--- src/design/bei_pkg.sv ---
// shared types, constants and register codes for the battery energy integrator
package bei_pkg;

  localparam int TS_W = 63;
  localparam int ENERGY_W = 63;
  localparam int NET_W = 64;
  localparam int CNT_W = 32;
  localparam int POWER_W = 18;
  localparam int CURRENT_W = 17;
  localparam int CAP_W = 16;
  localparam int GAP_W = 32;
  localparam int PSUM_W = POWER_W + 1;
  localparam int INC_W = PSUM_W + GAP_W;
  localparam int SECS_W = 13;
  localparam int UNITS_W = 53;
  localparam int LIMIT_W = 52;

  localparam int CFG_IDX_W = 3;
  localparam int CFG_DATA_W = 32;

  localparam logic [CFG_IDX_W-1:0] CFG_CURRENT_THRESHOLD = 3'd0;
  localparam logic [CFG_IDX_W-1:0] CFG_BATTERY_CAPACITY = 3'd1;
  localparam logic [CFG_IDX_W-1:0] CFG_MAX_INTERVAL = 3'd2;
  localparam logic [CFG_IDX_W-1:0] CFG_SAVE_DELTA = 3'd3;
  localparam logic [CFG_IDX_W-1:0] CFG_SAVE_INTERVAL = 3'd4;

  localparam logic [CURRENT_W-1:0] RST_CURRENT_THRESHOLD = 17'd500;
  localparam logic [CAP_W-1:0] RST_BATTERY_CAPACITY = 16'd1280;
  localparam logic [GAP_W-1:0] RST_MAX_INTERVAL = 32'd30000000;
  localparam logic [CAP_W-1:0] RST_SAVE_DELTA = 16'd10;
  localparam logic [CNT_W-1:0] RST_SAVE_INTERVAL = 32'd900;

  localparam logic [36:0] UNITS_PER_WH = 37'd72000000000;
  localparam logic [19:0] US_PER_S = 20'd1000000;
  localparam logic [18:0] HALF_SECOND_US = 19'd500000;

  // floor(x / 1e6) as floor((x >> 6) * SEC_RECIP >> SEC_SHIFT) for x below 2^33
  localparam int SEC_PRESHIFT = 6;
  localparam int SEC_SHIFT = 41;
  localparam int SEC_COARSE_W = GAP_W + 1 - SEC_PRESHIFT;
  localparam int SEC_PROD_W = SEC_COARSE_W + 28;
  localparam logic [27:0] SEC_RECIP = 28'd140737489;

  localparam logic FUNC_CALIBRATE = 1'b1;

  typedef enum logic [1:0] {
    ST_INTEGRATED = 2'd0,
    ST_FIRST      = 2'd1,
    ST_REJECTED   = 2'd2,
    ST_CALIBRATED = 2'd3
  } status_t;

  typedef struct packed {
    logic [CURRENT_W-1:0] current_threshold_ma;
    logic [GAP_W-1:0]     max_interval_us;
    logic [UNITS_W-1:0]   capacity_units;
    logic [UNITS_W-1:0]   delta_units;
    logic [LIMIT_W-1:0]   interval_limit_us;
  } cfg_t;

  typedef struct packed {
    status_t           status;
    logic              flow;
    logic [TS_W-1:0]   timestamp;
    logic [INC_W-1:0]  inc;
    logic [SECS_W-1:0] secs;
  } work_t;

  typedef struct packed {
    status_t             status;
    logic                flow;
    logic [TS_W-1:0]     timestamp;
    logic [ENERGY_W-1:0] charge;
    logic [ENERGY_W-1:0] discharge;
    logic [NET_W-1:0]    net;
    logic [ENERGY_W-1:0] battery;
    logic                calibrated;
    logic [CNT_W-1:0]    charge_secs;
    logic [CNT_W-1:0]    discharge_secs;
    logic [CNT_W-1:0]    sample_count;
  } snap_t;

endpackage

--- src/design/bei_save.sv ---
// save decision, save bookkeeping and the result register
module bei_save (
  input  logic                              clk,
  input  logic                              rst,
  input  bei_pkg::cfg_t                     cfg,
  input  logic                              snap_valid,
  output logic                              snap_ready,
  input  bei_pkg::snap_t                    snap,
  output logic                              out_valid,
  input  logic                              out_ready,
  output logic                              flow,
  output logic [1:0]                        status,
  output logic [bei_pkg::ENERGY_W-1:0]      charge_energy,
  output logic [bei_pkg::ENERGY_W-1:0]      discharge_energy,
  output logic signed [bei_pkg::NET_W-1:0]  net_energy,
  output logic [bei_pkg::ENERGY_W-1:0]      battery_energy,
  output logic                              capacity_known,
  output logic [bei_pkg::CNT_W-1:0]         charge_seconds,
  output logic [bei_pkg::CNT_W-1:0]         discharge_seconds,
  output logic [bei_pkg::CNT_W-1:0]         sample_count,
  output logic                              save_request
);

  logic [bei_pkg::TS_W-1:0]         last_save_time;
  logic [bei_pkg::NET_W-1:0]        net_at_last_save;

  logic                             take;
  logic signed [bei_pkg::NET_W:0]   diff;
  logic signed [bei_pkg::NET_W:0]   thr;
  logic                             delta_hit;
  logic [bei_pkg::TS_W:0]           since_save;
  logic                             time_hit;
  logic                             save_now;

  assign snap_ready = !out_valid || out_ready;
  assign take       = snap_valid && snap_ready;

  always_comb begin
    diff = $signed({snap.net[bei_pkg::NET_W-1], snap.net})
           - $signed({net_at_last_save[bei_pkg::NET_W-1], net_at_last_save});
    thr  = $signed((bei_pkg::NET_W + 1)'(cfg.delta_units));
    // magnitude test without forming the absolute value
    delta_hit = (diff >= thr) || (diff <= -thr);

    since_save = {1'b0, snap.timestamp} - {1'b0, last_save_time};
    time_hit   = !since_save[bei_pkg::TS_W]
                 && (since_save[bei_pkg::TS_W-1:0] >= bei_pkg::TS_W'(cfg.interval_limit_us));

    unique case (snap.status)
      bei_pkg::ST_CALIBRATED: save_now = 1'b1;
      bei_pkg::ST_INTEGRATED: save_now = delta_hit || time_hit;
      bei_pkg::ST_FIRST,
      bei_pkg::ST_REJECTED:   save_now = 1'b0;
    endcase
  end

  always_ff @(posedge clk) begin
    if (rst) begin
      out_valid        <= 1'b0;
      last_save_time   <= '0;
      net_at_last_save <= '0;
    end else begin
      if (snap_ready) begin
        out_valid <= snap_valid;
      end
      if (take && save_now) begin
        last_save_time   <= snap.timestamp;
        net_at_last_save <= snap.net;
      end
    end
  end

  always_ff @(posedge clk) begin
    if (take) begin
      flow               <= snap.flow;
      status             <= snap.status;
      charge_energy      <= snap.charge;
      discharge_energy   <= snap.discharge;
      net_energy         <= snap.net;
      battery_energy     <= snap.battery;
      capacity_known     <= snap.calibrated;
      charge_seconds     <= snap.charge_secs;
      discharge_seconds  <= snap.discharge_secs;
      sample_count       <= snap.sample_count;
      save_request       <= save_now;
    end
  end

endmodule

--- config.mk ---
export PLATFORM = sky130hd
export DESIGN_NAME = bei_save
export DESIGN_NICKNAME = d
export VERILOG_FILES = /design/src/design/bei_pkg.sv /design/src/design/bei_save.sv
export SDC_FILE = /design/constraint.sdc
export NUM_CORES = 1
export LEC_CHECK = 0
export BUFFER_PORTS_ARGS = -buffer_cell sky130_fd_sc_hd__buf_2
export CORE_AREA = 3 3 383 385
export DETAILED_ROUTE_END_ITERATION = 10
export DIE_AREA = 0 0 386 388
export GPL_ROUTABILITY_DRIVEN = 1
export MAX_ROUTING_LAYER = met4
export PLACE_DENSITY = 0.52
export SYNTH_ARGS = -nofsm -noshare
export SYNTH_HDL_FRONTEND = slang
export SYNTH_SLANG_ARGS = --single-unit
--- constraint.sdc ---
create_clock -name clk -period 11.9 [get_ports clk]
set_input_delay 1.785 -clock clk [delete_from_list [all_inputs] [get_ports clk]]
set_output_delay 1.785 -clock clk [all_outputs]
set_load 0.05 [all_outputs]
==> out/metrics.csv <==
metric,value,unit
outcome,finished clean,
initial antenna violation count,161,
most instantiated cells after synthesis,"edfxtp_1, ha_1, inv_1, nand2b_1, a21oi_1",
DRC viols,0,
WL/cell,23.95,µm
maximum vdd drop,0.0001030,V
"Seq/Total Area, Yosys",44.69,%
final WL,138500,µm
Slew @ Worst Pin,1.097,ns
Net Switching,0.002132,W
Switching Share,35.90,%
ys flop type,edfxtp_1,
FF-to-FF setup slack,4.05,ns
"Cell Area, Synth",29520,µm²
required time of the critical path,12.38,ns
Internal Power,0.003805,W
startpoint types,primary input,
DRT iter0 DRCs,1657,
ys async rst share,0,%
Flop pwr share,33.4,%
R2R cell count,27,
WHS Path Cells,2,
Final GP Congestion,0.9137,
count of state elements after synthesis,482,
root buffer cell,clkbuf_16,
Mapped Avg Cell Area,10.16,µm²
Finished Core Util,26.77,%
r2r endpoint,net_at_last_save[55],
clock power share,35.0,%
largest net degree at the start of global routing,145,
worst r2r src,net_at_last_save[0],
FP Rows,139,
hold path startpoint,last_save_time[2],
Gate Count Post-Synth,2905,
Hold Path Sink,last_save_time[2],
critical path arrival,9.90,ns
ratio of cells with drive above 1 in the final layout,26.64,%
most common cell in the netlist,edfxtp_1,
post-route antenna net violation count,0,
hold_buf cts,0,
Chip Height,388,µm
PortBufs,880,
Critical Path Sink Type,flop,
clock skew,0.04538,ns
Yosys top cell by area,edfxtp_1,
area fraction of the dominant cell type after synthesis,36.01,%
setup TNS,0,ns
total CTS buffers,67,
relative slew slack,26.84,%
CTS tree,built,
area of the core,143500,µm²
critical path peak fanout,43,
Yosys warning total,0,
vias in the first global route,24560,
Final Critical Period,9.423,ns
Hold Fails Final Rpt,0,
max_cap viols,0,
Hold WC Path Type,reg -> reg,
Final Setup Violations,0,
vias per inst,4.428,
first-pass GRT wire length,187000,µm
Final Max Slew Viols,0,
1st-pass router iterations,5,
Mapped Nets,3832,
Filler cells,15400,
Achievable Freq,106.1,MHz
crit share post-route,79.19,%
clock slew seen by the registers of the worst setup and hold paths,0.05,ns
"Setup Fix Bufs, Post-CTS",0,
Die Area,149800,µm²
Max clock buf depth,3,
post_cts resized,0,
Logic pwr share,31.6,%
starting density of the core,20.57,%
global route overflow,0,
PD cells,154.6,nW/µm²
Area Overhead vs Synth,30.13,%
DR vias,25610,
largest cells by area after synthesis,"edfxtp_1, ha_1, dfxtp_1",
RSZ-0062 raised after global routing,false,
H-tree depth,3,
clock sink count,482,
Post-synth EDFFs,354,
hpwl dp,118500,µm
Tot GR Track Use,18.22,%
post-synth cell types,81,
clk_lat worst skew,0.66,ns
I/O pin cnt,983,
Final #Nets,4694,
leakage,16.14,nW
chip width,386,µm
kind of critical path,in -> reg,
## layout make-up
cell class / count / area, µm² / share of cell area, %
Multi-Input combinational cell: 2055 / 14910 / 38.81
Sequential cell: 482 / 13190 / 34.34
Timing Repair Buffer: 889 / 4487 / 11.68
Tap cell: 1903 / 2381 / 6.198
Clock buffer: 79 / 1763 / 4.589
Inverter: 272 / 1021 / 2.658
Clock inverter: 41 / 506.7 / 1.319
Antenna cell: 62 / 155.1 / 0.4039
## sequential cells by signal, indices dropped and copies added, names as in the netlist
signal             cells
discharge_seconds     32
out_valid              1
net_at_last_save      64
flow                   1
status                 2
charge_energy         63
battery_energy        63
save_request           1
charge_seconds        32
last_save_time        63
net_energy            64
sample_count          32
discharge_energy      63
capacity_known         1
## power by group through the flow
stage          logic, W  registers (W)  clock network, W
2_1_floorplan   0.00105        0.00228                 0
3_3_place_gp    0.00186        0.00201                 0
3_5_place_dp    0.00187        0.00202                 0
4_1_cts         0.00188        0.00198           0.00216
5_1_grt         0.00207        0.00199           0.00221
6_report        0.00188        0.00198           0.00208
## layout by cell type, fill, tap and decap left out, types with 9 or more instances in the layout
master	synthesis	layout
nand4_1	92	92
a31oi_1	11	11
nand2_1	156	156
or4_1	9	9
ha_1	298	298
clkbuf_16	0	68
diode_2	0	62
o31ai_1	9	9
a221oi_1	10	10
or2_2	9	9
xor2_1	49	49
dfxtp_1	128	128
o21ai_0	123	123
a21oi_1	222	222
edfxtp_1	354	354
o21a_1	20	20
xnor2_1	113	113
clkinv_1	0	13
o211ai_1	14	14
nor2b_1	15	15
or3_1	12	12
buf_2	16	879
o21bai_1	19	19
clkbuf_1	76	9
a211oi_1	22	22
o21ai_1	11	11
and2_1	12	11
buf_4	0	9
a21o_1	72	72
inv_1	272	272
clkinv_2	0	11
nand2b_1	270	270
and3_1	9	9
and4_1	12	12
nor3_1	42	42
nor2_1	131	131
mux2i_1	131	131
nand3_1	47	47
nor4_1	22	22
## through the flow
stage	hold slack, ns	total power, W	area (µm²)	cells	worst slack (ns)
2_1_floorplan	0.4487	0.003330	29520	2905	0.08099
3_3_place_gp	0.4581	0.003875	35990	5601	1.855
3_5_place_dp	0.4618	0.003889	35990	5601	1.777
4_1_cts	0.4745	0.006027	38260	5721	2.467
5_1_grt	0.4865	0.006282	38370	5767	1.837
6_report	0.4712	0.005937	38410	5783	2.477
## cell families after synthesis
logic type	share of synthesized area [%]
mux	4.480
compound gates	12.55
flops	44.69
xor+xnor	4.807
fa+ha+maj	12.77
buf+inv	4.849
simple gates	15.86
## critical path, cell delays in order
cell and delay, ns:
buf_2 0.13, or3_1 0.43, nand3b_1 0.27, nor2_1 0.34, nand2_1 0.11, or4_1 0.53
or3_1 0.46, nor3_2 0.35, nand3_1 0.34, or4_1 0.76, nor3_1 0.27, xnor2_1 0.15
ha_1 0.27, a21o_1 0.16, a21o_1 0.18, a211oi_1 0.25, o22ai_1 0.11, a21oi_1 0.20
o21a_1 0.18, o31ai_1 0.08, mux2i_1 0.19, or4b_1 0.55, or4_1 0.52, a31o_4 0.49
buf_4 0.45, mux2i_1 0.20
## per-layer routing
| layer | share of wire, % | vias to the layer above | GRT usage (%) |
|---|---|---|---|
| met1 | 37 | 12000 | 19.43 |
| li1 | - | 12270 | - |
| met5 | 0 | - | - |
| met2 | 50 | 1013 | 31.67 |
| met3 | 8.7 | 317 | 5.809 |
| met4 | 4.1 | 0 | 6.128 |
## how the worst max path moves through the flow
stage               startpoint              endpoint  slack [ns]
floorplan            out_ready    last_save_time[32]        0.08
global placement       cfg[54]    last_save_time[18]        1.86
detailed placement     cfg[54]    last_save_time[38]        1.78
CTS                    cfg[54]     last_save_time[9]        2.47
global route           cfg[54]     last_save_time[8]        1.84
finish                 cfg[54]  net_at_last_save[55]        2.48
Power figures use the tool's default switching activity.
