==> src/design/bei_pkg.sv <==
// shared types, constants and register codes for the battery energy integrator
package bei_pkg;

  localparam int TS_W = 63;
  localparam int ENERGY_W = 63;
  localparam int NET_W = 64;
  localparam int CNT_W = 32;
  localparam int POWER_W = 18;
  localparam int CURRENT_W = 17;
  localparam int CAP_W = 16;
  localparam int GAP_W = 32;
  localparam int PSUM_W = POWER_W + 1;
  localparam int INC_W = PSUM_W + GAP_W;
  localparam int SECS_W = 13;
  localparam int UNITS_W = 53;
  localparam int LIMIT_W = 52;

  localparam int CFG_IDX_W = 3;
  localparam int CFG_DATA_W = 32;

  localparam logic [CFG_IDX_W-1:0] CFG_CURRENT_THRESHOLD = 3'd0;
  localparam logic [CFG_IDX_W-1:0] CFG_BATTERY_CAPACITY = 3'd1;
  localparam logic [CFG_IDX_W-1:0] CFG_MAX_INTERVAL = 3'd2;
  localparam logic [CFG_IDX_W-1:0] CFG_SAVE_DELTA = 3'd3;
  localparam logic [CFG_IDX_W-1:0] CFG_SAVE_INTERVAL = 3'd4;

  localparam logic [CURRENT_W-1:0] RST_CURRENT_THRESHOLD = 17'd500;
  localparam logic [CAP_W-1:0] RST_BATTERY_CAPACITY = 16'd1280;
  localparam logic [GAP_W-1:0] RST_MAX_INTERVAL = 32'd30000000;
  localparam logic [CAP_W-1:0] RST_SAVE_DELTA = 16'd10;
  localparam logic [CNT_W-1:0] RST_SAVE_INTERVAL = 32'd900;

  localparam logic [36:0] UNITS_PER_WH = 37'd72000000000;
  localparam logic [19:0] US_PER_S = 20'd1000000;
  localparam logic [18:0] HALF_SECOND_US = 19'd500000;

  // floor(x / 1e6) as floor((x >> 6) * SEC_RECIP >> SEC_SHIFT) for x below 2^33
  localparam int SEC_PRESHIFT = 6;
  localparam int SEC_SHIFT = 41;
  localparam int SEC_COARSE_W = GAP_W + 1 - SEC_PRESHIFT;
  localparam int SEC_PROD_W = SEC_COARSE_W + 28;
  localparam logic [27:0] SEC_RECIP = 28'd140737489;

  localparam logic FUNC_CALIBRATE = 1'b1;

  typedef enum logic [1:0] {
    ST_INTEGRATED = 2'd0,
    ST_FIRST      = 2'd1,
    ST_REJECTED   = 2'd2,
    ST_CALIBRATED = 2'd3
  } status_t;

  typedef struct packed {
    logic [CURRENT_W-1:0] current_threshold_ma;
    logic [GAP_W-1:0]     max_interval_us;
    logic [UNITS_W-1:0]   capacity_units;
    logic [UNITS_W-1:0]   delta_units;
    logic [LIMIT_W-1:0]   interval_limit_us;
  } cfg_t;

  typedef struct packed {
    status_t           status;
    logic              flow;
    logic [TS_W-1:0]   timestamp;
    logic [INC_W-1:0]  inc;
    logic [SECS_W-1:0] secs;
  } work_t;

  typedef struct packed {
    status_t             status;
    logic                flow;
    logic [TS_W-1:0]     timestamp;
    logic [ENERGY_W-1:0] charge;
    logic [ENERGY_W-1:0] discharge;
    logic [NET_W-1:0]    net;
    logic [ENERGY_W-1:0] battery;
    logic                calibrated;
    logic [CNT_W-1:0]    charge_secs;
    logic [CNT_W-1:0]    discharge_secs;
    logic [CNT_W-1:0]    sample_count;
  } snap_t;

endpackage

==> src/design/bei_accum.sv <==
// saturating energy, seconds and sample accumulators with a net snapshot stage
module bei_accum (
  input  logic             clk,
  input  logic             rst,
  input  bei_pkg::cfg_t    cfg,
  input  logic             work_valid,
  output logic             work_ready,
  input  bei_pkg::work_t   work,
  output logic             snap_valid,
  input  logic             snap_ready,
  output bei_pkg::snap_t   snap
);

  logic [bei_pkg::ENERGY_W-1:0] charge;
  logic [bei_pkg::ENERGY_W-1:0] discharge;
  logic [bei_pkg::ENERGY_W-1:0] battery;
  logic                         calibrated;
  logic [bei_pkg::CNT_W-1:0]    charge_secs;
  logic [bei_pkg::CNT_W-1:0]    discharge_secs;
  logic [bei_pkg::CNT_W-1:0]    sample_count;

  logic [bei_pkg::ENERGY_W-1:0] charge_next;
  logic [bei_pkg::ENERGY_W-1:0] discharge_next;
  logic [bei_pkg::ENERGY_W-1:0] battery_next;
  logic                         calibrated_next;
  logic [bei_pkg::CNT_W-1:0]    charge_secs_next;
  logic [bei_pkg::CNT_W-1:0]    discharge_secs_next;
  logic [bei_pkg::CNT_W-1:0]    sample_count_next;

  logic                         v4;
  bei_pkg::status_t             status4;
  logic                         flow4;
  logic [bei_pkg::TS_W-1:0]     ts4;
  logic                         v5;

  logic                         rdy5;
  logic                         take4;
  logic                         move45;

  logic [bei_pkg::ENERGY_W:0]   charge_sum;
  logic [bei_pkg::ENERGY_W:0]   discharge_sum;
  logic [bei_pkg::ENERGY_W:0]   battery_sum;
  logic [bei_pkg::ENERGY_W:0]   battery_diff;
  logic [bei_pkg::CNT_W:0]      charge_secs_sum;
  logic [bei_pkg::CNT_W:0]      discharge_secs_sum;

  assign rdy5       = !v5 || snap_ready;
  assign work_ready = !v4 || rdy5;
  assign take4      = work_valid && work_ready;
  assign move45     = v4 && rdy5;

  always_comb begin
    charge_sum         = {1'b0, charge} + (bei_pkg::ENERGY_W + 1)'(work.inc);
    discharge_sum      = {1'b0, discharge} + (bei_pkg::ENERGY_W + 1)'(work.inc);
    battery_sum        = {1'b0, battery} + (bei_pkg::ENERGY_W + 1)'(work.inc);
    battery_diff       = {1'b0, battery} - (bei_pkg::ENERGY_W + 1)'(work.inc);
    charge_secs_sum    = {1'b0, charge_secs} + (bei_pkg::CNT_W + 1)'(work.secs);
    discharge_secs_sum = {1'b0, discharge_secs} + (bei_pkg::CNT_W + 1)'(work.secs);

    charge_next         = charge;
    discharge_next      = discharge;
    battery_next        = battery;
    calibrated_next     = calibrated;
    charge_secs_next    = charge_secs;
    discharge_secs_next = discharge_secs;
    sample_count_next   = sample_count;

    unique case (work.status)
      bei_pkg::ST_CALIBRATED: begin
        battery_next    = bei_pkg::ENERGY_W'(cfg.capacity_units);
        calibrated_next = 1'b1;
      end
      bei_pkg::ST_INTEGRATED: begin
        if (work.flow) begin
          charge_next = charge_sum[bei_pkg::ENERGY_W] ? '1 : charge_sum[bei_pkg::ENERGY_W-1:0];
          charge_secs_next = charge_secs_sum[bei_pkg::CNT_W]
                             ? '1 : charge_secs_sum[bei_pkg::CNT_W-1:0];
          if (calibrated) begin
            battery_next = battery_sum[bei_pkg::ENERGY_W]
                           ? '1 : battery_sum[bei_pkg::ENERGY_W-1:0];
          end
        end else begin
          discharge_next = discharge_sum[bei_pkg::ENERGY_W]
                           ? '1 : discharge_sum[bei_pkg::ENERGY_W-1:0];
          discharge_secs_next = discharge_secs_sum[bei_pkg::CNT_W]
                                ? '1 : discharge_secs_sum[bei_pkg::CNT_W-1:0];
          // floors at zero
          if (calibrated) begin
            battery_next = battery_diff[bei_pkg::ENERGY_W]
                           ? '0 : battery_diff[bei_pkg::ENERGY_W-1:0];
          end
        end
        if (sample_count != '1) begin
          sample_count_next = sample_count + 1'b1;
        end
      end
      bei_pkg::ST_FIRST, bei_pkg::ST_REJECTED: begin
      end
    endcase
  end

  always_ff @(posedge clk) begin
    if (rst) begin
      v4             <= 1'b0;
      v5             <= 1'b0;
      charge         <= '0;
      discharge      <= '0;
      battery        <= '0;
      calibrated     <= 1'b0;
      charge_secs    <= '0;
      discharge_secs <= '0;
      sample_count   <= '0;
    end else begin
      if (work_ready) begin
        v4 <= work_valid;
      end
      if (rdy5) begin
        v5 <= v4;
      end
      if (take4) begin
        charge         <= charge_next;
        discharge      <= discharge_next;
        battery        <= battery_next;
        calibrated     <= calibrated_next;
        charge_secs    <= charge_secs_next;
        discharge_secs <= discharge_secs_next;
        sample_count   <= sample_count_next;
      end
    end
  end

  // accumulators hold the stage 4 beat's values until it moves on
  always_ff @(posedge clk) begin
    if (take4) begin
      status4 <= work.status;
      flow4   <= work.flow;
      ts4     <= work.timestamp;
    end
    if (move45) begin
      snap.status         <= status4;
      snap.flow           <= flow4;
      snap.timestamp      <= ts4;
      snap.charge         <= charge;
      snap.discharge      <= discharge;
      snap.net            <= {1'b0, charge} - {1'b0, discharge};
      snap.battery        <= battery;
      snap.calibrated     <= calibrated;
      snap.charge_secs    <= charge_secs;
      snap.discharge_secs <= discharge_secs;
      snap.sample_count   <= sample_count;
    end
  end

  assign snap_valid = v5;

endmodule

==> config.mk <==
export PLATFORM = sky130hd
export DESIGN_NAME = bei_accum
export DESIGN_NICKNAME = d
export VERILOG_FILES = /design/src/design/bei_pkg.sv /design/src/design/bei_accum.sv
export SDC_FILE = /design/constraint.sdc
export NUM_CORES = 2
export LEC_CHECK = 0
export BUFFER_PORTS_ARGS = -buffer_cell sky130_fd_sc_hd__clkbuf_2
export CAP_MARGIN = 15
export CORE_ASPECT_RATIO = 2
export CORE_MARGIN = 8
export CORE_UTILIZATION = 52
export CTS_CLUSTER_DIAMETER = 150
export DETAILED_ROUTE_END_ITERATION = 8
export PLACE_DENSITY_LB_ADDON = 0.12
export SLEW_MARGIN = 30
export SYNTH_ARGS = -nofsm -noshare
export SYNTH_HDL_FRONTEND = slang
export SYNTH_SLANG_ARGS = --single-unit
==> constraint.sdc <==
create_clock -name clk -period 19.6 [get_ports clk]
set_input_delay 0.98 -clock clk [delete_from_list [all_inputs] [get_ports clk]]
set_output_delay 0.98 -clock clk [all_outputs]
set_load 0.01 [all_outputs]
==> impl_results.md <==
- Outcome: complete, no violations
- Layout Nets: 5629
- TritonCTS clock tree: yes
- Post-synth EDFFs: 482
- Clock Sinks: 770
- Via count: 38306
- Worst slew margin: 26.7%
- Commonest cells in the netlist: 482 x edfxtp_1, 421 x a21oi_1, 346 x nor2_1
- Clock insertion delay at the later pin of the skew report: 680 ps
- PortBufs: 604
- CTS H-Tree Depth: 3
- Final slew viol count: 0
- Post-DP Area: 48300 um2
- DRC violations left: 0
- HP Class: reg2reg
- RSZ-0062 raised after global routing: no
- Final wirelength: 159000 um
- CTS Buf Count: 73
- CP startpoint kind: primary input
- CP Capture Type: flip-flop
- Syn_area_per_cell: 9.92 um2
- Final TNS setup: 0 ps
- Pwr Density: 81.0 nW/um2
- CTS Buffer Depth: 3
- Post-synth top area cell: edfxtp_1
- Core footprint: 84600 um2
- Setup Buffers After CTS: 0
- Worst IR Drop VDD: 0.0787 mV
- Placer Congestion: 1.03
- Dpl hpwl: 123000 um
- Max frequency: 0.199 GHz
- Final Skew: 23.7 ps
- Area growth syn-to-layout: 14.2%
- Final period demand of the worst path: 5040 ps
- Post-route setup slack: 14560 ps
- Die height: 429 um
- Post-synthesis sequential area ratio: 45.5%
- Asr flop ratio synth: 0%
- Critical path type: in2reg
- Num rows: 151
- Worst-Margin Slew: 1100 ps
- Post-Place Worst Slack: 14020 ps
- Synthesized area: 44400 um2
- Root Buffer: clkbuf_16
- First-pass GRT wire length: 236000 um
- Max-cap viol count: 0
- Top post-synthesis cells by area: edfxtp_1 33%, dfxtp_1 13%, ha_1 8.3%
- Maximum fanout along the worst path: 14
- Layout cells sized above 1: 17.8%
- Cell with the most instances after synthesis: edfxtp_1
- Worst path arrival time: 5620 ps
- Syn nets: 5123
- Hold Buf Count CTS: 0
- Post-synth top area share: 32.6%
- Yosys cell types: 118
- Initial Utilization: 52.5%
- Detailed Route Iter0 Violations: 3320
- DR pass1 iterations: 7
- # resized after CTS: 0
- Final ANT Viol Nets: 0
- Die ar.: 95700 um2
- Gr ovfl total: 0
- Fin crit share: 25.7%
- Post-Syn Instances: 4481
- Leakage: 20.9 nW
- Initial antenna violation count: 4
- Clock slew seen by the registers of the worst setup and hold paths: 70 ps
- Routed len/inst: 26.0 um
- Yosys reg bits: 770
- Fin. Hold Viols: 0
- Top_reg_cell synth: edfxtp_1
- WP data required: 20180 ps
- Die width: 223 um
- Synth warn: 0
- Largest net degree at the start of global routing: 160
- GRT Overall Usage: 32.1%
- Endpoints failing setup: 0
- Vias in the first global route: 38725
- Avg Vias per Cell: 6.26
- # IOs: 759
- Final Instance Area: 50700 um2
-- registers in the layout (all words and copies together), names as in the netlist --
signal and count:
battery 63, calibrated 1, charge 63, charge_secs 32, discharge 63, discharge_secs 32
flow4 1, sample_count 32, snap 416, snap_valid 1, status4 2, ts4 63
v4 1
-- logic make-up after synthesis --
family,after synthesis,share of synthesized area (%)
DFF,770,45.5
AOI/OAI and AO/OA,1448,22.6
buffers and inverters,465,4.23
xor gates and xnor gates,275,5.42
muxes,14,0.318
and+or+nand+nor,1208,13.3
adders and majority gates,301,8.59
-- report_power, final --
part	switching [mW]	internal, mW	total (mW)
Sequential	0.0406	1.81	1.85
Combinational	0.489	0.262	0.751
Clock	0.671	0.834	1.50
Total	1.20	2.91	4.11
-- layout by cell type, fill, tap and decap left out, types with 25 or more instances in the layout --
cell / n
and2_1: 28
nor3_1: 81
nand3_1: 103
and3_1: 56
a21o_1: 140
a211oi_1: 62
xor2_1: 111
clkbuf_16: 75
xnor2_1: 164
o21bai_1: 59
o21a_1: 35
a21oi_1: 419
a31oi_1: 51
a221oi_1: 60
clkbuf_2: 603
nand4_1: 69
inv_1: 246
or3_1: 34
nand2b_1: 41
nor2b_1: 46
o211ai_1: 40
dfxtp_1: 288
edfxtp_1: 482
nor2_1: 341
nand2_1: 287
ha_1: 294
o31ai_1: 28
nor4_1: 25
o21ai_0: 234
a311oi_2: 29
buf_4: 38
-- layout make-up --
class	count	area, um2
inverters	252	946
well taps	1071	1340
clock buffers	86	1970
fillers	7426	33900
diodes	2	5.00
multi-input cells	3246	22400
flip-flops and latches	770	20200
repair buffers	644	3340
clock inverters	48	493
-- critical path, stage by stage --
cell and delay, ps:
clkbuf_2 170, inv_1 60, ha_1 590, nand2_1 200, o21ai_1 360, a21oi_1 120, o21ai_1 240, o211ai_2 130
buf_4 210, a2111oi_4 490, o21ai_2 370, a21oi_2 920, a221oi_1 230, a221o_1 360, a31oi_1 160
-- metal layers --
metal	global-route usage (%)	wire length, um	vias to the layer above
li1	-	-	17756
met1	33.9	56300	18385
met2	55.8	77700	1690
met3	9.23	14100	471
met4	20.1	11100	4
met5	0	26	-
-- final timing paths --
check        cells past startpoint   startpoint  slack (ps)           to
max                             15     work[28]       14560  battery[42]
min                              0      ts4[62]         420    snap[412]
max reg2reg                     13  battery[15]       14730  battery[42]
min reg2reg                      0      ts4[62]         420    snap[412]
-- through the flow --
stage                     hold slack (ps)  total power, mW  std cells  utilization (%)
after floorplan                       400             2.37       4481                -
after global placement                400             2.62       5982             57.0
after detailed placement              405             2.63       5983             57.0
after CTS                             415             4.13       6117             59.9
after global routing                  422             4.25       6117             59.9
final                                 416             4.11       6119             59.9
Power figures use the tool's default switching activity.
