--- src/design/bei_pkg.sv ---
// shared types, constants and register codes for the battery energy integrator
package bei_pkg;

  localparam int TS_W = 63;
  localparam int ENERGY_W = 63;
  localparam int NET_W = 64;
  localparam int CNT_W = 32;
  localparam int POWER_W = 18;
  localparam int CURRENT_W = 17;
  localparam int CAP_W = 16;
  localparam int GAP_W = 32;
  localparam int PSUM_W = POWER_W + 1;
  localparam int INC_W = PSUM_W + GAP_W;
  localparam int SECS_W = 13;
  localparam int UNITS_W = 53;
  localparam int LIMIT_W = 52;

  localparam int CFG_IDX_W = 3;
  localparam int CFG_DATA_W = 32;

  localparam logic [CFG_IDX_W-1:0] CFG_CURRENT_THRESHOLD = 3'd0;
  localparam logic [CFG_IDX_W-1:0] CFG_BATTERY_CAPACITY = 3'd1;
  localparam logic [CFG_IDX_W-1:0] CFG_MAX_INTERVAL = 3'd2;
  localparam logic [CFG_IDX_W-1:0] CFG_SAVE_DELTA = 3'd3;
  localparam logic [CFG_IDX_W-1:0] CFG_SAVE_INTERVAL = 3'd4;

  localparam logic [CURRENT_W-1:0] RST_CURRENT_THRESHOLD = 17'd500;
  localparam logic [CAP_W-1:0] RST_BATTERY_CAPACITY = 16'd1280;
  localparam logic [GAP_W-1:0] RST_MAX_INTERVAL = 32'd30000000;
  localparam logic [CAP_W-1:0] RST_SAVE_DELTA = 16'd10;
  localparam logic [CNT_W-1:0] RST_SAVE_INTERVAL = 32'd900;

  localparam logic [36:0] UNITS_PER_WH = 37'd72000000000;
  localparam logic [19:0] US_PER_S = 20'd1000000;
  localparam logic [18:0] HALF_SECOND_US = 19'd500000;

  // floor(x / 1e6) as floor((x >> 6) * SEC_RECIP >> SEC_SHIFT) for x below 2^33
  localparam int SEC_PRESHIFT = 6;
  localparam int SEC_SHIFT = 41;
  localparam int SEC_COARSE_W = GAP_W + 1 - SEC_PRESHIFT;
  localparam int SEC_PROD_W = SEC_COARSE_W + 28;
  localparam logic [27:0] SEC_RECIP = 28'd140737489;

  localparam logic FUNC_CALIBRATE = 1'b1;

  typedef enum logic [1:0] {
    ST_INTEGRATED = 2'd0,
    ST_FIRST      = 2'd1,
    ST_REJECTED   = 2'd2,
    ST_CALIBRATED = 2'd3
  } status_t;

  typedef struct packed {
    logic [CURRENT_W-1:0] current_threshold_ma;
    logic [GAP_W-1:0]     max_interval_us;
    logic [UNITS_W-1:0]   capacity_units;
    logic [UNITS_W-1:0]   delta_units;
    logic [LIMIT_W-1:0]   interval_limit_us;
  } cfg_t;

  typedef struct packed {
    status_t           status;
    logic              flow;
    logic [TS_W-1:0]   timestamp;
    logic [INC_W-1:0]  inc;
    logic [SECS_W-1:0] secs;
  } work_t;

  typedef struct packed {
    status_t             status;
    logic                flow;
    logic [TS_W-1:0]     timestamp;
    logic [ENERGY_W-1:0] charge;
    logic [ENERGY_W-1:0] discharge;
    logic [NET_W-1:0]    net;
    logic [ENERGY_W-1:0] battery;
    logic                calibrated;
    logic [CNT_W-1:0]    charge_secs;
    logic [CNT_W-1:0]    discharge_secs;
    logic [CNT_W-1:0]    sample_count;
  } snap_t;

endpackage

--- src/design/bei_front.sv ---
// input register, flow and interval classification, energy and seconds products
module bei_front (
  input  logic                              clk,
  input  logic                              rst,
  input  bei_pkg::cfg_t                     cfg,
  input  logic                              in_valid,
  output logic                              in_ready,
  input  logic                              func,
  input  logic [bei_pkg::TS_W-1:0]          timestamp_us,
  input  logic [bei_pkg::CURRENT_W-1:0]     current_ma,
  input  logic [bei_pkg::POWER_W-1:0]       power_dw,
  input  logic                              inverter_run,
  input  logic                              charge_mode,
  output logic                              work_valid,
  input  logic                              work_ready,
  output bei_pkg::work_t                    work
);

  // stage 1: input beat
  logic                          v1;
  logic                          func1;
  logic [bei_pkg::TS_W-1:0]      ts1;
  logic [bei_pkg::CURRENT_W-1:0] cur1;
  logic [bei_pkg::POWER_W-1:0]   pw1;
  logic                          inv1;
  logic                          chg1;

  // sample history
  logic                          have_prior;
  logic                          flow_now;
  logic [bei_pkg::TS_W-1:0]      prior_time;
  logic [bei_pkg::POWER_W-1:0]   prior_power;

  // stage 2: classified beat
  logic                          v2;
  bei_pkg::status_t              status2;
  logic                          flow2;
  logic [bei_pkg::TS_W-1:0]      ts2;
  logic [bei_pkg::GAP_W-1:0]     gap2;
  logic [bei_pkg::PSUM_W-1:0]    psum2;

  // stage 3: products
  logic                          v3;

  logic                          rdy2;
  logic                          rdy3;
  logic                          take1;
  logic                          move12;
  logic                          move23;

  logic [bei_pkg::TS_W:0]        gap;
  logic                          gap_ok;
  logic                          flow_calc;
  logic                          flow1;
  bei_pkg::status_t              status1;
  logic [bei_pkg::PSUM_W-1:0]    psum1;

  logic [bei_pkg::GAP_W:0]           rnd;
  logic [bei_pkg::SEC_COARSE_W-1:0]  coarse;
  logic [bei_pkg::SEC_PROD_W-1:0]    secs_prod;
  logic [bei_pkg::INC_W-1:0]         inc_prod;

  assign rdy3     = !v3 || work_ready;
  assign rdy2     = !v2 || rdy3;
  assign in_ready = !v1 || rdy2;
  assign take1    = in_valid && in_ready;
  assign move12   = v1 && rdy2;
  assign move23   = v2 && rdy3;

  always_comb begin
    gap = {1'b0, ts1} - {1'b0, prior_time};
    gap_ok = !gap[bei_pkg::TS_W] && (gap != '0)
             && (gap[bei_pkg::TS_W-1:bei_pkg::GAP_W] == '0)
             && (gap[bei_pkg::GAP_W-1:0] <= cfg.max_interval_us);

    if (cur1 <= cfg.current_threshold_ma) begin
      flow_calc = 1'b0;
    end else if (!inv1) begin
      flow_calc = 1'b1;
    end else begin
      flow_calc = !chg1;
    end

    priority if (func1 == bei_pkg::FUNC_CALIBRATE) begin
      status1 = bei_pkg::ST_CALIBRATED;
    end else if (!have_prior) begin
      status1 = bei_pkg::ST_FIRST;
    end else if (!gap_ok) begin
      status1 = bei_pkg::ST_REJECTED;
    end else begin
      status1 = bei_pkg::ST_INTEGRATED;
    end

    flow1 = (func1 == bei_pkg::FUNC_CALIBRATE) ? flow_now : flow_calc;
    psum1 = {1'b0, prior_power} + {1'b0, pw1};
  end

  // interval seconds rounded half up, and twice the trapezoid area
  always_comb begin
    rnd       = {1'b0, gap2} + (bei_pkg::GAP_W + 1)'(bei_pkg::HALF_SECOND_US);
    coarse    = rnd[bei_pkg::GAP_W:bei_pkg::SEC_PRESHIFT];
    secs_prod = bei_pkg::SEC_PROD_W'(coarse) * bei_pkg::SEC_PROD_W'(bei_pkg::SEC_RECIP);
    inc_prod  = bei_pkg::INC_W'(psum2) * bei_pkg::INC_W'(gap2);
  end

  always_ff @(posedge clk) begin
    if (rst) begin
      v1          <= 1'b0;
      v2          <= 1'b0;
      v3          <= 1'b0;
      have_prior  <= 1'b0;
      flow_now    <= 1'b0;
      prior_time  <= '0;
      prior_power <= '0;
    end else begin
      if (in_ready) begin
        v1 <= in_valid;
      end
      if (rdy2) begin
        v2 <= v1;
      end
      if (rdy3) begin
        v3 <= v2;
      end
      if (move12 && (func1 != bei_pkg::FUNC_CALIBRATE)) begin
        have_prior  <= 1'b1;
        flow_now    <= flow_calc;
        prior_time  <= ts1;
        prior_power <= pw1;
      end
    end
  end

  always_ff @(posedge clk) begin
    if (take1) begin
      func1 <= func;
      ts1   <= timestamp_us;
      cur1  <= current_ma;
      pw1   <= power_dw;
      inv1  <= inverter_run;
      chg1  <= charge_mode;
    end
    if (move12) begin
      status2 <= status1;
      flow2   <= flow1;
      ts2     <= ts1;
      gap2    <= gap[bei_pkg::GAP_W-1:0];
      psum2   <= psum1;
    end
    if (move23) begin
      work.status    <= status2;
      work.flow      <= flow2;
      work.timestamp <= ts2;
      work.inc       <= inc_prod;
      work.secs      <= secs_prod[bei_pkg::SEC_SHIFT+bei_pkg::SECS_W-1:bei_pkg::SEC_SHIFT];
    end
  end

  assign work_valid = v3;

endmodule

--- config.mk ---
export PLATFORM = sky130hd
export DESIGN_NAME = bei_front
export DESIGN_NICKNAME = d
export VERILOG_FILES = /design/src/design/bei_pkg.sv /design/src/design/bei_front.sv
export SDC_FILE = /design/constraint.sdc
export NUM_CORES = 2
export LEC_CHECK = 0
export BUFFER_PORTS_ARGS = -buffer_cell sky130_fd_sc_hd__buf_2
export CAP_MARGIN = 15
export CELL_PAD_IN_SITES_DETAIL_PLACEMENT = 1
export CELL_PAD_IN_SITES_GLOBAL_PLACEMENT = 2
export CORE_MARGIN = 2
export CORE_UTILIZATION = 40
export DETAILED_ROUTE_END_ITERATION = 10
export PLACE_DENSITY_LB_ADDON = 0.1
export SKIP_CTS_REPAIR_TIMING = 1
export SYNTH_ARGS = -nofsm -noshare
export SYNTH_HDL_FRONTEND = slang
export SYNTH_SLANG_ARGS = --single-unit
--- constraint.sdc ---
create_clock -name clk -period 13.6 [get_ports clk]
set_clock_uncertainty 0.2 [all_clocks]
set_input_delay 0.68 -clock clk [delete_from_list [all_inputs] [get_ports clk]]
set_output_delay 0.68 -clock clk [all_outputs]
set_load 0.02 [all_outputs]
==> reports/qor.tcl <==
set qor(run_status) {finished, final reports clean}
set qor(min_period_ns) 10.53
set qor(syn_inst) 4934
set qor(hold_depth) 1
set qor(maximum_number_of_pins_on_one_net_before_global_route_repair) 87
set qor(grt.total_usage_pct) 23.8
set qor(synth.yosys.warnings) 0
set qor(cp_common_cell) {sky130_fd_sc_hd__fa_1}
set qor(first_pass_grt_wire_length_um) 228000
set qor(worst_slack_ns) 3.07
set qor(holdCritStartpoint) {timestamp_us[23]}
set qor(globalRoute.busiestLayer) {met2}
set qor(min-delay-path-class) {primary input to register}
set qor(layout.cells.non_filler) 6936
set qor(floorplan.die.width_um) 356
set qor(cts_buffer_depth) 3
set qor(routabilityCongestion) 0.911
set qor(netlist.area_leader.share_pct) 30.9
set qor(dp_cells) 6738
set qor(yosysSeqAreaShare_pct) 24.6
set qor(postRouteWirelength_um) 148000
set qor(clk-insertion-delay-late_ns) 0.69
set qor(cts_num_sinks) 434
set qor(gr-total-overflow) 0
set qor(met1_usage_pct) 32.4
set qor(synth_cell_types) 91
set qor(ff2ff_path_depth) 35
set qor(max_slew.worst_pin.slew_ns) 1.09
set qor(detailed_place_hpwl_um) 115000
set qor(synth_simple_gate_area_share_pct) 11.5
set qor(wl_per_cell_um) 21.3
set qor(dominant_combinational_cell_family_by_area_after_synthesis) {adder cells}
set qor(cp-end-kind) {register}
set qor(antenna_violating_nets_post_route) 0
set qor(timing.slew.headroom_pct) 27.4
set qor(post-synth-top-count-cell) {sky130_fd_sc_hd__inv_1}
set qor(synth-xor-area-share_pct) 2.26
set qor(yosys-mux-area-fraction_pct) 0.144
set qor(dr.pass1.iters) 7
set qor(fin_tns_setup_ns) 0
set qor(critical_path.startpoint_type) {register}
set qor(cap_viol_max_count) 0
set qor(first_global_vias) 37900
set qor(dpl_worst_slack_ns) 3.02
set qor(drv_slew) 0
set qor(dr_total_vias) 35000
set qor(layout.nets) 6857
set qor(synth_compound_area_share_pct) 7.92
set qor(fp.dieArea_um2) 126000
set qor(setup_viol_count_final) 0
set qor(final_layout_size_suffix_gt1_share_pct) 9.54
set qor(syn_area_um2) 49400
set qor(cts-htree-levels) 2
set qor(reg2reg_setup_slack_ns) 3.07
set qor(synthToLayoutAreaGrowth_pct) 12.5
set qor(ys.flop_type) {sky130_fd_sc_hd__edfxtp_1}
set qor(antenna_violations_before_repair) 24
set qor(clock_tree.root_cell) {sky130_fd_sc_hd__clkbuf_16}
set qor(start_util_pct) 40.5
set qor(cts_made_buffers) 51
set qor(ys_ff_latch) 434
set qor(crit_required_ns) 13.78
set qor(max_freq_mhz) 95.0
set qor(drt_iter0_drc) 1448
set qor(rows) 128
set qor(post_route_drc) 0
set qor(grt_util_met2_pct) 38.7
set qor(largest_cells_by_area_after_synthesis) {sky130_fd_sc_hd__fa_1 31%, sky130_fd_sc_hd__edfxtp_1 21%, sky130_fd_sc_hd__ha_1 13%}
set qor(tritoncts) {done}
set qor(cp_data_arrival_time_ns) 10.71
set qor(count_of_boundary_i_o_pins) 444
set qor(placement.io_buffers) 285
set qor(period_share_pct) 77.4
set qor(synthesis.nets) 6532
set qor(vias_per_cell) 5.04
set qor(max_stage_delay_ns) 0.79
set qor(synthDominantAreaCellType) {sky130_fd_sc_hd__fa_1}
set qor(die_h_um) 356
set qor(coreArea_um2) 122000
set qor(synth_fa_ha_area_share_pct) 44.1
set qor(timing_worst_setup_path_type) {register to register}
set qor(n_fill_cell) 13600
set qor(worstPathMaxFanout) 22
set qor(setup_repair_after_global_routing_missed_its_margin) {false}
set qor(holdPathEnd) {ts1[23]}
set qor(regToRegStartpoint) {gap2[5]}
set qor(ys_async_sr_fraction_pct) 0
set qor(clock_slew_seen_by_the_registers_of_the_worst_setup_and_hold_paths_ns) 0.06
set qor(synth.cells.most_frequent) {1,064 x sky130_fd_sc_hd__inv_1, 763 x sky130_fd_sc_hd__fa_1, 698 x sky130_fd_sc_hd__nand2_1}
set qor(gr-usage-met3_pct) 5.06
set qor(critPathSlowestCell) {sky130_fd_sc_hd__xor2_1}
set qor(count_of_flip_flops_with_a_built_in_enable_after_synthesis) 348
set qor(crit-reg2reg-capture) {work[12]}
set qor(postSynthAreaPerCell_um2) 10.0
set qor(final_hold_viol_count) 0
## routing by layer
metal  share of wire (%)  vias up  routed length [um]
met4                 2.5       20                3720
met3                 5.5      182                8100
li1                    -    16200                   -
met1                  45    17800               67200
met5               0.092        -                 136
met2                  47      671               68800
## cell usage in the layout (no fill, tap or decap), types with 15 or more instances in the layout
cell type,netlist,routed
sky130_fd_sc_hd__xnor2_1,79,76
sky130_fd_sc_hd__a211oi_1,16,16
sky130_fd_sc_hd__and3_1,18,18
sky130_fd_sc_hd__clkbuf_16,0,51
sky130_fd_sc_hd__nand3_1,39,39
sky130_fd_sc_hd__nor3_1,38,38
sky130_fd_sc_hd__nand4_1,48,48
sky130_fd_sc_hd__nand2b_1,16,15
sky130_fd_sc_hd__nor2_1,122,122
sky130_fd_sc_hd__nor2b_1,24,22
sky130_fd_sc_hd__buf_2,2,284
sky130_fd_sc_hd__edfxtp_1,348,348
sky130_fd_sc_hd__buf_4,0,69
sky130_fd_sc_hd__a21o_1,74,74
sky130_fd_sc_hd__o21bai_1,16,16
sky130_fd_sc_hd__inv_1,1064,1064
sky130_fd_sc_hd__xor2_1,47,46
sky130_fd_sc_hd__dfxtp_1,86,86
sky130_fd_sc_hd__dlygate4sd3_1,0,93
sky130_fd_sc_hd__o21a_1,43,43
sky130_fd_sc_hd__fa_1,763,763
sky130_fd_sc_hd__nand2_1,698,698
sky130_fd_sc_hd__and2_1,179,179
sky130_fd_sc_hd__a21oi_1,240,240
sky130_fd_sc_hd__o21ai_0,79,79
sky130_fd_sc_hd__ha_1,523,523
## cell families after synthesis
family,after synthesis
fa+ha+maj,1286
simple gates,1245
buf+inv,1238
compound gates,597
flops,434
xor+xnor,127
mux,7
## critical path: cells and delay by family, from the launching register on
kind / cells / cell delay, ns
AO/OA/AOI/OAI: 13 / 3.19
buffers and inverters: 5 / 0.76
adder cells (fa/ha/maj): 9 / 3.64
flip-flops: 1 / 0.35
XOR/XNOR: 2 / 0.87
AND/OR/NAND/NOR: 6 / 1.24
## per-stage QoR
| step | util, % | hold slack, ns | instance area [um^2] |
|---|---|---|---|
| floorplan | - | 0.200 | 49400 |
| global placement | 43.2 | 0.201 | 52800 |
| detailed placement | 43.2 | 0.206 | 52800 |
| CTS | 44.7 | -0.0797 | 54700 |
| global route | 45.5 | 0.00613 | 55600 |
| finish | 45.5 | 0.0397 | 55600 |
## area by class of cell
| class | count | area [um^2] | share of cell area [%] |
|---|---|---|---|
| repair buffers | 446 | 2870 | 5.16 |
| inverters | 1064 | 3990 | 7.18 |
| multi-input cells | 3262 | 32700 | 58.8 |
| diodes | 9 | 22.5 | 0.0405 |
| flip-flops and latches | 434 | 12200 | 21.9 |
| well taps | 1625 | 2030 | 3.66 |
| clock inverters | 43 | 544 | 0.978 |
| clock buffers | 53 | 1290 | 2.33 |
## sequential cells by signal, summed over array words and instances, names as in the netlist, 2 cells and up
| name | flops |
|---|---|
| ts1 | 63 |
| prior_power | 18 |
| pw1 | 18 |
| ts2 | 63 |
| gap2 | 32 |
| work | 130 |
| prior_time | 63 |
| status2 | 2 |
| psum2 | 19 |
| cur1 | 17 |
## how the worst max path moves through the flow
stage                    start        endpoint  slack (ns)  cells after the start
finish                 gap2[5]        work[12]        3.07                     35
global route           gap2[5]        work[12]        2.32                     35
CTS                    gap2[5]        work[12]        2.97                     35
detailed placement     gap2[5]        work[12]        3.02                     35
global placement       gap2[5]        work[12]        3.07                     35
floorplan           work_ready  prior_time[55]        2.69                      7
Power is not shown: default switching activity piles up to over one toggle a cycle in this logic, so the estimate is an artifact.
