`src/design/bei_pkg.sv`:
```
// shared types, constants and register codes for the battery energy integrator
package bei_pkg;

  localparam int TS_W = 63;
  localparam int ENERGY_W = 63;
  localparam int NET_W = 64;
  localparam int CNT_W = 32;
  localparam int POWER_W = 18;
  localparam int CURRENT_W = 17;
  localparam int CAP_W = 16;
  localparam int GAP_W = 32;
  localparam int PSUM_W = POWER_W + 1;
  localparam int INC_W = PSUM_W + GAP_W;
  localparam int SECS_W = 13;
  localparam int UNITS_W = 53;
  localparam int LIMIT_W = 52;

  localparam int CFG_IDX_W = 3;
  localparam int CFG_DATA_W = 32;

  localparam logic [CFG_IDX_W-1:0] CFG_CURRENT_THRESHOLD = 3'd0;
  localparam logic [CFG_IDX_W-1:0] CFG_BATTERY_CAPACITY = 3'd1;
  localparam logic [CFG_IDX_W-1:0] CFG_MAX_INTERVAL = 3'd2;
  localparam logic [CFG_IDX_W-1:0] CFG_SAVE_DELTA = 3'd3;
  localparam logic [CFG_IDX_W-1:0] CFG_SAVE_INTERVAL = 3'd4;

  localparam logic [CURRENT_W-1:0] RST_CURRENT_THRESHOLD = 17'd500;
  localparam logic [CAP_W-1:0] RST_BATTERY_CAPACITY = 16'd1280;
  localparam logic [GAP_W-1:0] RST_MAX_INTERVAL = 32'd30000000;
  localparam logic [CAP_W-1:0] RST_SAVE_DELTA = 16'd10;
  localparam logic [CNT_W-1:0] RST_SAVE_INTERVAL = 32'd900;

  localparam logic [36:0] UNITS_PER_WH = 37'd72000000000;
  localparam logic [19:0] US_PER_S = 20'd1000000;
  localparam logic [18:0] HALF_SECOND_US = 19'd500000;

  // floor(x / 1e6) as floor((x >> 6) * SEC_RECIP >> SEC_SHIFT) for x below 2^33
  localparam int SEC_PRESHIFT = 6;
  localparam int SEC_SHIFT = 41;
  localparam int SEC_COARSE_W = GAP_W + 1 - SEC_PRESHIFT;
  localparam int SEC_PROD_W = SEC_COARSE_W + 28;
  localparam logic [27:0] SEC_RECIP = 28'd140737489;

  localparam logic FUNC_CALIBRATE = 1'b1;

  typedef enum logic [1:0] {
    ST_INTEGRATED = 2'd0,
    ST_FIRST      = 2'd1,
    ST_REJECTED   = 2'd2,
    ST_CALIBRATED = 2'd3
  } status_t;

  typedef struct packed {
    logic [CURRENT_W-1:0] current_threshold_ma;
    logic [GAP_W-1:0]     max_interval_us;
    logic [UNITS_W-1:0]   capacity_units;
    logic [UNITS_W-1:0]   delta_units;
    logic [LIMIT_W-1:0]   interval_limit_us;
  } cfg_t;

  typedef struct packed {
    status_t           status;
    logic              flow;
    logic [TS_W-1:0]   timestamp;
    logic [INC_W-1:0]  inc;
    logic [SECS_W-1:0] secs;
  } work_t;

  typedef struct packed {
    status_t             status;
    logic                flow;
    logic [TS_W-1:0]     timestamp;
    logic [ENERGY_W-1:0] charge;
    logic [ENERGY_W-1:0] discharge;
    logic [NET_W-1:0]    net;
    logic [ENERGY_W-1:0] battery;
    logic                calibrated;
    logic [CNT_W-1:0]    charge_secs;
    logic [CNT_W-1:0]    discharge_secs;
    logic [CNT_W-1:0]    sample_count;
  } snap_t;

endpackage

```
`src/design/bei_cfg.sv`:
```
// configuration registers and the thresholds derived from them
module bei_cfg (
  input  logic                                clk,
  input  logic                                rst,
  input  logic                                cfg_we,
  input  logic [bei_pkg::CFG_IDX_W-1:0]       cfg_index,
  input  logic [bei_pkg::CFG_DATA_W-1:0]      cfg_data,
  output bei_pkg::cfg_t                       cfg
);

  logic [bei_pkg::CURRENT_W-1:0] current_threshold_ma;
  logic [bei_pkg::CAP_W-1:0]     capacity_wh;
  logic [bei_pkg::GAP_W-1:0]     max_interval_us;
  logic [bei_pkg::CAP_W-1:0]     save_delta_wh;
  logic [bei_pkg::CNT_W-1:0]     save_period_s;
  logic [bei_pkg::UNITS_W-1:0]   capacity_units;
  logic [bei_pkg::UNITS_W-1:0]   delta_units;
  logic [bei_pkg::LIMIT_W-1:0]   interval_limit_us;

  always_ff @(posedge clk) begin
    if (rst) begin
      current_threshold_ma <= bei_pkg::RST_CURRENT_THRESHOLD;
      capacity_wh          <= bei_pkg::RST_BATTERY_CAPACITY;
      max_interval_us      <= bei_pkg::RST_MAX_INTERVAL;
      save_delta_wh        <= bei_pkg::RST_SAVE_DELTA;
      save_period_s        <= bei_pkg::RST_SAVE_INTERVAL;
    end else if (cfg_we) begin
      unique case (cfg_index)
        bei_pkg::CFG_CURRENT_THRESHOLD: begin
          current_threshold_ma <= cfg_data[bei_pkg::CURRENT_W-1:0];
        end
        bei_pkg::CFG_BATTERY_CAPACITY: begin
          capacity_wh <= cfg_data[bei_pkg::CAP_W-1:0];
        end
        bei_pkg::CFG_MAX_INTERVAL: begin
          max_interval_us <= cfg_data[bei_pkg::GAP_W-1:0];
        end
        bei_pkg::CFG_SAVE_DELTA: begin
          save_delta_wh <= cfg_data[bei_pkg::CAP_W-1:0];
        end
        bei_pkg::CFG_SAVE_INTERVAL: begin
          save_period_s <= cfg_data[bei_pkg::CNT_W-1:0];
        end
        default: begin
        end
      endcase
    end
  end

  // constant-coefficient products, updated in the cycle after the registers
  always_ff @(posedge clk) begin
    capacity_units    <= bei_pkg::UNITS_W'(capacity_wh)
                         * bei_pkg::UNITS_W'(bei_pkg::UNITS_PER_WH);
    delta_units       <= bei_pkg::UNITS_W'(save_delta_wh)
                         * bei_pkg::UNITS_W'(bei_pkg::UNITS_PER_WH);
    interval_limit_us <= bei_pkg::LIMIT_W'(save_period_s)
                         * bei_pkg::LIMIT_W'(bei_pkg::US_PER_S);
  end

  assign cfg.current_threshold_ma = current_threshold_ma;
  assign cfg.max_interval_us      = max_interval_us;
  assign cfg.capacity_units       = capacity_units;
  assign cfg.delta_units          = delta_units;
  assign cfg.interval_limit_us    = interval_limit_us;

endmodule

```
`config.mk`:
```
export PLATFORM = sky130hd
export DESIGN_NAME = bei_cfg
export DESIGN_NICKNAME = d
export VERILOG_FILES = /design/src/design/bei_pkg.sv /design/src/design/bei_cfg.sv
export SDC_FILE = /design/constraint.sdc
export NUM_CORES = 1
export LEC_CHECK = 0
export BUFFER_PORTS_ARGS = -buffer_cell sky130_fd_sc_hd__buf_2
export CAP_MARGIN = 25
export CORE_ASPECT_RATIO = 0.6
export CORE_MARGIN = 10
export CORE_UTILIZATION = 40
export CTS_BUF_LIST = sky130_fd_sc_hd__clkbuf_16
export DETAILED_ROUTE_END_ITERATION = 10
export PLACE_DENSITY_LB_ADDON = 0.12
export SLEW_MARGIN = 15
export SYNTH_ARGS = -nofsm -noshare
export SYNTH_HDL_FRONTEND = slang
export SYNTH_SLANG_ARGS = --single-unit
export TNS_END_PERCENT = 10
```
`constraint.sdc`:
```
create_clock -name clk -period 5.7 [get_ports clk]
set_clock_uncertainty 0.1 [all_clocks]
set_input_delay 1.14 -clock clk [delete_from_list [all_inputs] [get_ports clk]]
set_output_delay 1.14 -clock clk [all_outputs]
set_load 0.01 [all_outputs]
```
==> run summary, run 1 <==
Status: finished with violations
Violated checks: negative setup slack
Share of layout cells above drive strength 1: 0.2167
Die area: 0.07535 sq mm
Slowest CP cell: fa_1
Number of synthesized flops with an enable pin: 0
Minimum clock period: 5.855 ns
Clock transition at the registers of the reported paths: 0.06 ns
Critical Path Source Type: flop
Vias: 20,230
Hold Vio Cnt, Final: 0
Initial core utilization: 0.4076
Io pins: 245
Top cell type by total area after synthesis: ha_1
Critical Path AT: 6.29 ns
Post-synthesis cell type count: 66
Core area: 0.06325 sq mm
Clk_lat worst skew: 0.61 ns
Ys async rst share: 0
Min-Delay Path Depth: 2
DRT Wirelength: 76,570 um
Synth Area per Inst: 9.438 sq um
Die width: 347.8 um
Yosys warning count: 0
ANT cells: 0
Final nets: 4,066
Crit path largest cell delay: 0.54 ns
Root Driver: clkbuf_16
Global-route wire length before repair: 120,100 um
Setup ws final: -0.1547 ns
CP bufs+invs: 4
Worst Hold Path EP: max_interval_us[25]
CP endpoint kind: flop
Overflow after GRT: 0
Power Total: 6547 uW
DRT Pass-1 Iters: 5
Largest net degree at the start of global routing: 61
RR Endpoint: interval_limit_us[48]
Clock sink count: 241
Worst hold start: max_interval_us[25]
Initial antenna violation count: 8
Worst reg2reg path startpoint: save_period_s[7]
Setup Viol. Count Final: 5
Crit-path cells: inv_2, fa_1, inv_1, fa_1, fa_1, fa_1, ha_1, inv_1, fa_1, inv_1, ha_4, nand2_2, o221ai_2, o31a_2, o21ai_4, o31a_1, o31ai_4, a21oi_2, o31a_1, or4_1, nand3_1
RSZ-0062 raised after global routing: true
DRT iter0 DRCs: 1,115
Core Util, Final: 0.4947
Area growth syn-to-layout: 21.37%
Register-to-register setup slack: -0.15 ns
TritonCTS clock tree: done
Post-Syn Instances: 2,732
Slew margin rel.: 0.4581
WL/cell: 18.82 um
Gr usage total: 0.2014
Post-synthesis sequential element count: 241
Top Family by Delay on Critical Path: adder cells
Power per cell area: 209.2 mW/mm^2
Final Cycle Share: 1.027
Yosys top cell area share: 0.2509
I/O Buffers: 214
Clk buf depth: 3
Mapped cell area: 0.02578 sq mm
Max IR drop VDD: 0.0002053 V
Slew at the pin closest to its max-slew limit: 0.8129 ns
Overall die height: 216.7 um
R2R depth: 21
Crit Path Class: flop to flop
Final ANT Viol Nets: 0
Hold-fix buffers, CTS: 0
Crit path required time: 6.14 ns
Main synth FF type: dfxtp_1
Sequential cell area fraction in the yosys report: 0.1871
P_leak: 0.01747 uW
Vias per cell: 4.971
Final Slew Violations: 0
Max Cap Viol: 0
Largest cells by area after synthesis: ha_1 25%, fa_1 24%, dfxtp_1 19%
Fmax: 170.8 MHz
Hold WC Path Type: flop to flop
Drt drc: 0
Dpl hpwl: 64,880 um
H-Tree Depth: 1
RePlAce Congestion: 0.9252
Vias in the first global route: 20,770
Critical path fanouts, max: 6
Worst path most repeated cell: fa_1
CTS buffer count: 28
# rows: 71
worst max path at each step:
stage	cells past startpoint	end	from	slack, ns
floorplan	22	interval_limit_us[48]	save_period_s[4]	-0.01
global placement	20	interval_limit_us[49]	save_period_s[2]	-0.52
detailed placement	20	interval_limit_us[49]	save_period_s[3]	-0.53
CTS	20	interval_limit_us[48]	save_period_s[2]	-0.18
global route	21	interval_limit_us[48]	save_period_s[6]	-0.28
finish	21	interval_limit_us[48]	save_period_s[7]	-0.15
power by group:
part	switching (uW)	internal (uW)	leakage [uW]
sequential	68.8	1910	0.00198
clock	847	938	0.000419
combinational	1520	1260	0.0151
state kept, by name (all words and copies together) (netlist names):
signal and count:
interval_limit_us 46, capacity_units 41, delta_units 41, max_interval_us 32, save_period_s 32, current_threshold_ma 17, capacity_wh 16, save_delta_wh 16
layout make-up:
cell class	instances	area, sq um
Clock buffer	29	725.7
Tap cell	839	1050
Inverter	529	1991
Sequential cell	241	4852
Multi-Input combinational cell	1895	19150
Fill cell	6093	31960
Timing Repair Buffer	513	3366
Clock inverter	23	157.7
worst register-to-register path, delay by kind of cell (launching register included):
family,cells,cell delay [ns]
simple gates,3,0.57
compound gates,7,1.51
fa+ha+maj,7,3.01
buf+inv,4,0.24
flops,1,0.36
per-layer routing:
| metal | track usage | routed length, um | up-vias |
|---|---|---|---|
| met4 | 0.03185 | 1254 | 2 |
| met5 | 0 | 13 | - |
| met1 | 0.3094 | 40640 | 9963 |
| li1 | - | - | 9796 |
| met2 | 0.2815 | 29970 | 404 |
| met3 | 0.04941 | 4692 | 64 |
metrics by stage:
| step | hold WS, ns | cells | setup WS, ns | cell area, sq um | setup TNS [ns] |
|---|---|---|---|---|---|
| 6_report | 0.3554 | 4069 | -0.1547 | 31290 | -0.3317 |
| 5_1_grt | 0.3762 | 4069 | -0.2813 | 31290 | -2.209 |
| 4_1_cts | 0.3580 | 4070 | -0.1751 | 31050 | -0.6952 |
| 3_5_place_dp | 0.3481 | 4013 | -0.5267 | 29830 | -3.733 |
| 3_3_place_gp | 0.3398 | 4012 | -0.5165 | 29820 | -2.841 |
| 2_1_floorplan | 0.3217 | 2761 | -0.01065 | 25940 | -0.01065 |
cell families after synthesis:
family / after synthesis / synth area share
AO/OA/AOI/OAI: 461 / 0.1116
XOR/XNOR: 107 / 0.03635
adder cells (fa/ha/maj): 820 / 0.4861
buffers and inverters: 625 / 0.09540
flip-flops: 241 / 0.1871
other: 1 / 0.0001454
AND/OR/NAND/NOR: 477 / 0.08327
Yosys cell counts (4+ instances only):
master	count
a211o_1	5
fa_1	303
o41ai_1	4
clkbuf_1	65
o21ai_0	46
buf_4	30
nand4_1	14
or3_1	7
ha_1	517
inv_1	529
nand3_1	28
nor2b_1	10
a211oi_1	10
a2111oi_0	4
o21a_1	12
or2_2	8
a21oi_1	210
dfxtp_1	241
and3_1	11
nand3b_1	23
a31oi_1	13
nor3b_1	4
a21o_1	73
o21ai_1	9
nor2_1	61
xnor2_1	72
a31o_2	6
xor2_1	35
o211ai_1	6
o21bai_1	21
o31ai_1	5
nand2_1	280
nand2b_1	9
nor3_1	7
repair_timing:
item,in CTS,in global routing
setup endpoints to repair,24,33
pin swaps,36,46
buffers inserted,5,1
resized for setup,75,74
cell usage in the layout, fill, tap and decap left out, types with 29 or more instances in the layout:
cell type,n
inv_1,515
ha_1,502
fa_1,295
buf_4,292
nand2_1,278
dfxtp_1,219
buf_2,213
a21oi_1,194
a21o_1,73
xnor2_1,71
nor2_1,59
xor2_1,35
o21ai_0,34
conb_1,30
clkbuf_16,29
(Power assumes the default switching activity.)
==> run 2: changes to the inputs <==
RECOVER_POWER = 50   (was not set)
SLEW_MARGIN = 40   (was 15)
==> run summary, run 2 (same netlist as run 1, synthesis figures left out) <==
H-Tree Depth: 1 (unchanged)
Final Slew Violations: 66 (+66)
DRT Pass-1 Iters: 5 (unchanged)
Crit Path Class: flop to flop
Power per cell area: 211.5 mW/mm^2 (+1.1%)
Vias in the first global route: 20,830 (+0.32%)
Non-Filler Cell Area, Final: 0.03113 sq mm (-0.52%)
I/O Buffers: 214 (unchanged)
Most frequent cells in the layout: 520 x inv_1, 506 x ha_1, 300 x fa_1
Minimum clock period: 5.905 ns (+0.04980 ns)
Most common cell after layout, fill and taps aside: inv_1
Max Cap Viol: 2 (+2)
Slew at the pin closest to its max-slew limit: 1.770 ns (+0.9574 ns)
RSZ-0062 raised after global routing: true
Violated checks: max-capacitance violations, max-slew violations, negative setup slack
Hold-fix buffers, CTS: 0 (unchanged)
Met2 WL: 29,700 um (-0.90%)
Fillers: 6,206 (+1.9%)
Max IR drop VDD: 0.0002409 V (+17%)
Overflow after GRT: 0 (unchanged)
Final Instance Count excl. Fillers: 4,065 (-0.098%)
Overall die height: 216.7 um (unchanged)
Hold WC Path Type: flop to flop
Root Driver: clkbuf_16
P_leak: 0.01725 uW (-1.3%)
Status: finished with violations
TritonCTS clock tree: done
Die area: 0.07535 sq mm (unchanged)
Number of flip-flops in the largest register: 46 (unchanged)
Gr usage total: 0.2006 (-0.0008108)
Drt drc: 0 (unchanged)
Hold Vio Cnt, Final: 0 (unchanged)
Share of layout cells above drive strength 1: 0.1860 (-0.03067)
Die width: 347.8 um (unchanged)
Clk buf depth: 3 (unchanged)
Area growth syn-to-layout: 20.73%
Crit path required time: 6.14 ns (about the same)
Placed cell areas: 0.02982 sq mm (about the same)
Critical Path AT: 6.35 ns (+0.06 ns)
Final nets: 4,064 (-0.049%)
WL/cell: 18.82 um (about the same)
Initial core utilization: 0.4076 (unchanged)
Core Util, Final: 0.4921 (-0.002591)
CTS buffer count: 28 (unchanged)
Clock transition at the registers of the reported paths: 0.07 ns (about the same)
Multi-input logic area: 0.01906 sq mm (-0.46%)
Register with the most flip-flops: interval_limit_us
Io pins: 245 (unchanged)
Placed Cells: 4,012 (-0.025%)
Core area: 0.06325 sq mm (unchanged)
Clk_lat worst skew: 0.61 ns (about the same)
M1 WL: 39,860 um (-1.9%)
Vias: 20,210 (-0.11%)
Register area: 0.004845 sq mm (-0.15%)
Dpl hpwl: 64,770 um (-0.17%)
Largest registers: interval_limit_us x46, capacity_units x41, delta_units x41
Setup ws final: -0.2045 ns (-0.04980 ns)
Critical path fanouts, max: 5 (-1)
Top layer in use: met4
Largest net degree at the start of global routing: 61 (unchanged)
Setup Viol. Count Final: 5 (unchanged)
DRT iter0 DRCs: 1,214 (+8.9%)
Fmax: 169.4 MHz (-0.84%)
DRT Wirelength: 76,490 um (-0.11%)
RePlAce Congestion: 0.9252 (unchanged)
WL met3: 5503 um (+17%)
Final Cycle Share: 1.036 (+0.008737)
Initial antenna violation count: 8 (unchanged)
# rows: 71 (unchanged)
Global-route wire length before repair: 119,900 um (-0.21%)
Final ANT Viol Nets: 0 (unchanged)
Clock sink count: 241 (unchanged)
Critical Path Source Type: flop
CP endpoint kind: flop
Vias per cell: 4.971 (about the same)
Slew margin rel.: -0.1801 (-0.6382)
run 2: cell types whose count changed in the layout (fill, tap and decap cells not counted), sizes merged:
cell,delta
clkinv,-5
clkinvlp,-2
diode,+1
bufinv,+4
buf,-76
clkbuf,+74
run 2: final cells by class:
cell class	instances	area share
well taps	839	0.03372
inverters	529	0.06379
repair buffers	511	0.1039
clock buffers	29	0.02331
flip-flops and latches	241	0.1556
multi-input cells	1895	0.6124
diodes	1	0.00008039
clock inverters	20	0.007195
run 2: what timing repair did:
action / 4_1_cts / 5_1_grt
hold endpoints to repair: 0 / 0
pin swaps: 8 / 11
setup endpoints to repair: 24 / 34
gates resized for setup: 42 / 74
cloned: 0 / 0
buffers inserted: 0 / 3
run 2: path summary, 6_finish.rpt:
check,startpoint,end,slack [ns],depth (start not counted)
worst max-delay path,save_period_s[2],interval_limit_us[48],-0.20,20
worst max register to register,save_period_s[2],interval_limit_us[48],-0.20,20
worst min register to register,max_interval_us[10],max_interval_us[10],0.36,2
worst min-delay path,max_interval_us[10],max_interval_us[10],0.36,2
run 2: routing by layer:
layer  vias up  track usage
met1      9915       0.3094
met4         0      0.03540
met2       441       0.2783
met3        74      0.04770
li1       9776            -
met5         -            0
run 2: critical path, cell delays in order (launching register included):
cell and delay, ns:
dfxtp_1 0.33, inv_1 0.08, fa_1 0.54, inv_1 0.05
fa_1 0.46, fa_1 0.52, fa_1 0.43, ha_1 0.31
fa_1 0.48, ha_4 0.32, a21oi_2 0.07, buf_4 0.14
o21ai_2 0.18, o31a_2 0.19, o21ai_4 0.08, o31a_1 0.30
o31ai_4 0.29, a21oi_2 0.12, o31a_1 0.29, or4_1 0.48
nand3_1 0.08
run 2: through the flow:
step	TNS [ns]	power (uW)	worst slack [ns]	hold slack [ns]
2_1_floorplan	-0.01065	3577	-0.01065	0.3217
3_3_place_gp	-2.841	4594	-0.5165	0.3398
3_5_place_dp	-3.534	4604	-0.5514	0.3456
4_1_cts	-0.7927	6641	-0.2164	0.3546
5_1_grt	-2.934	7062	-0.3452	0.3725
6_report	-0.4244	6583	-0.2045	0.3561
run 2: report_power, final:
part           internal [uW]  leakage, uW  switching [uW]  total [uW]
Combinational           1190       0.0148            1490        2680
Sequential              1920      0.00198            71.9        1990
Clock                   1100     0.000461             812        1920
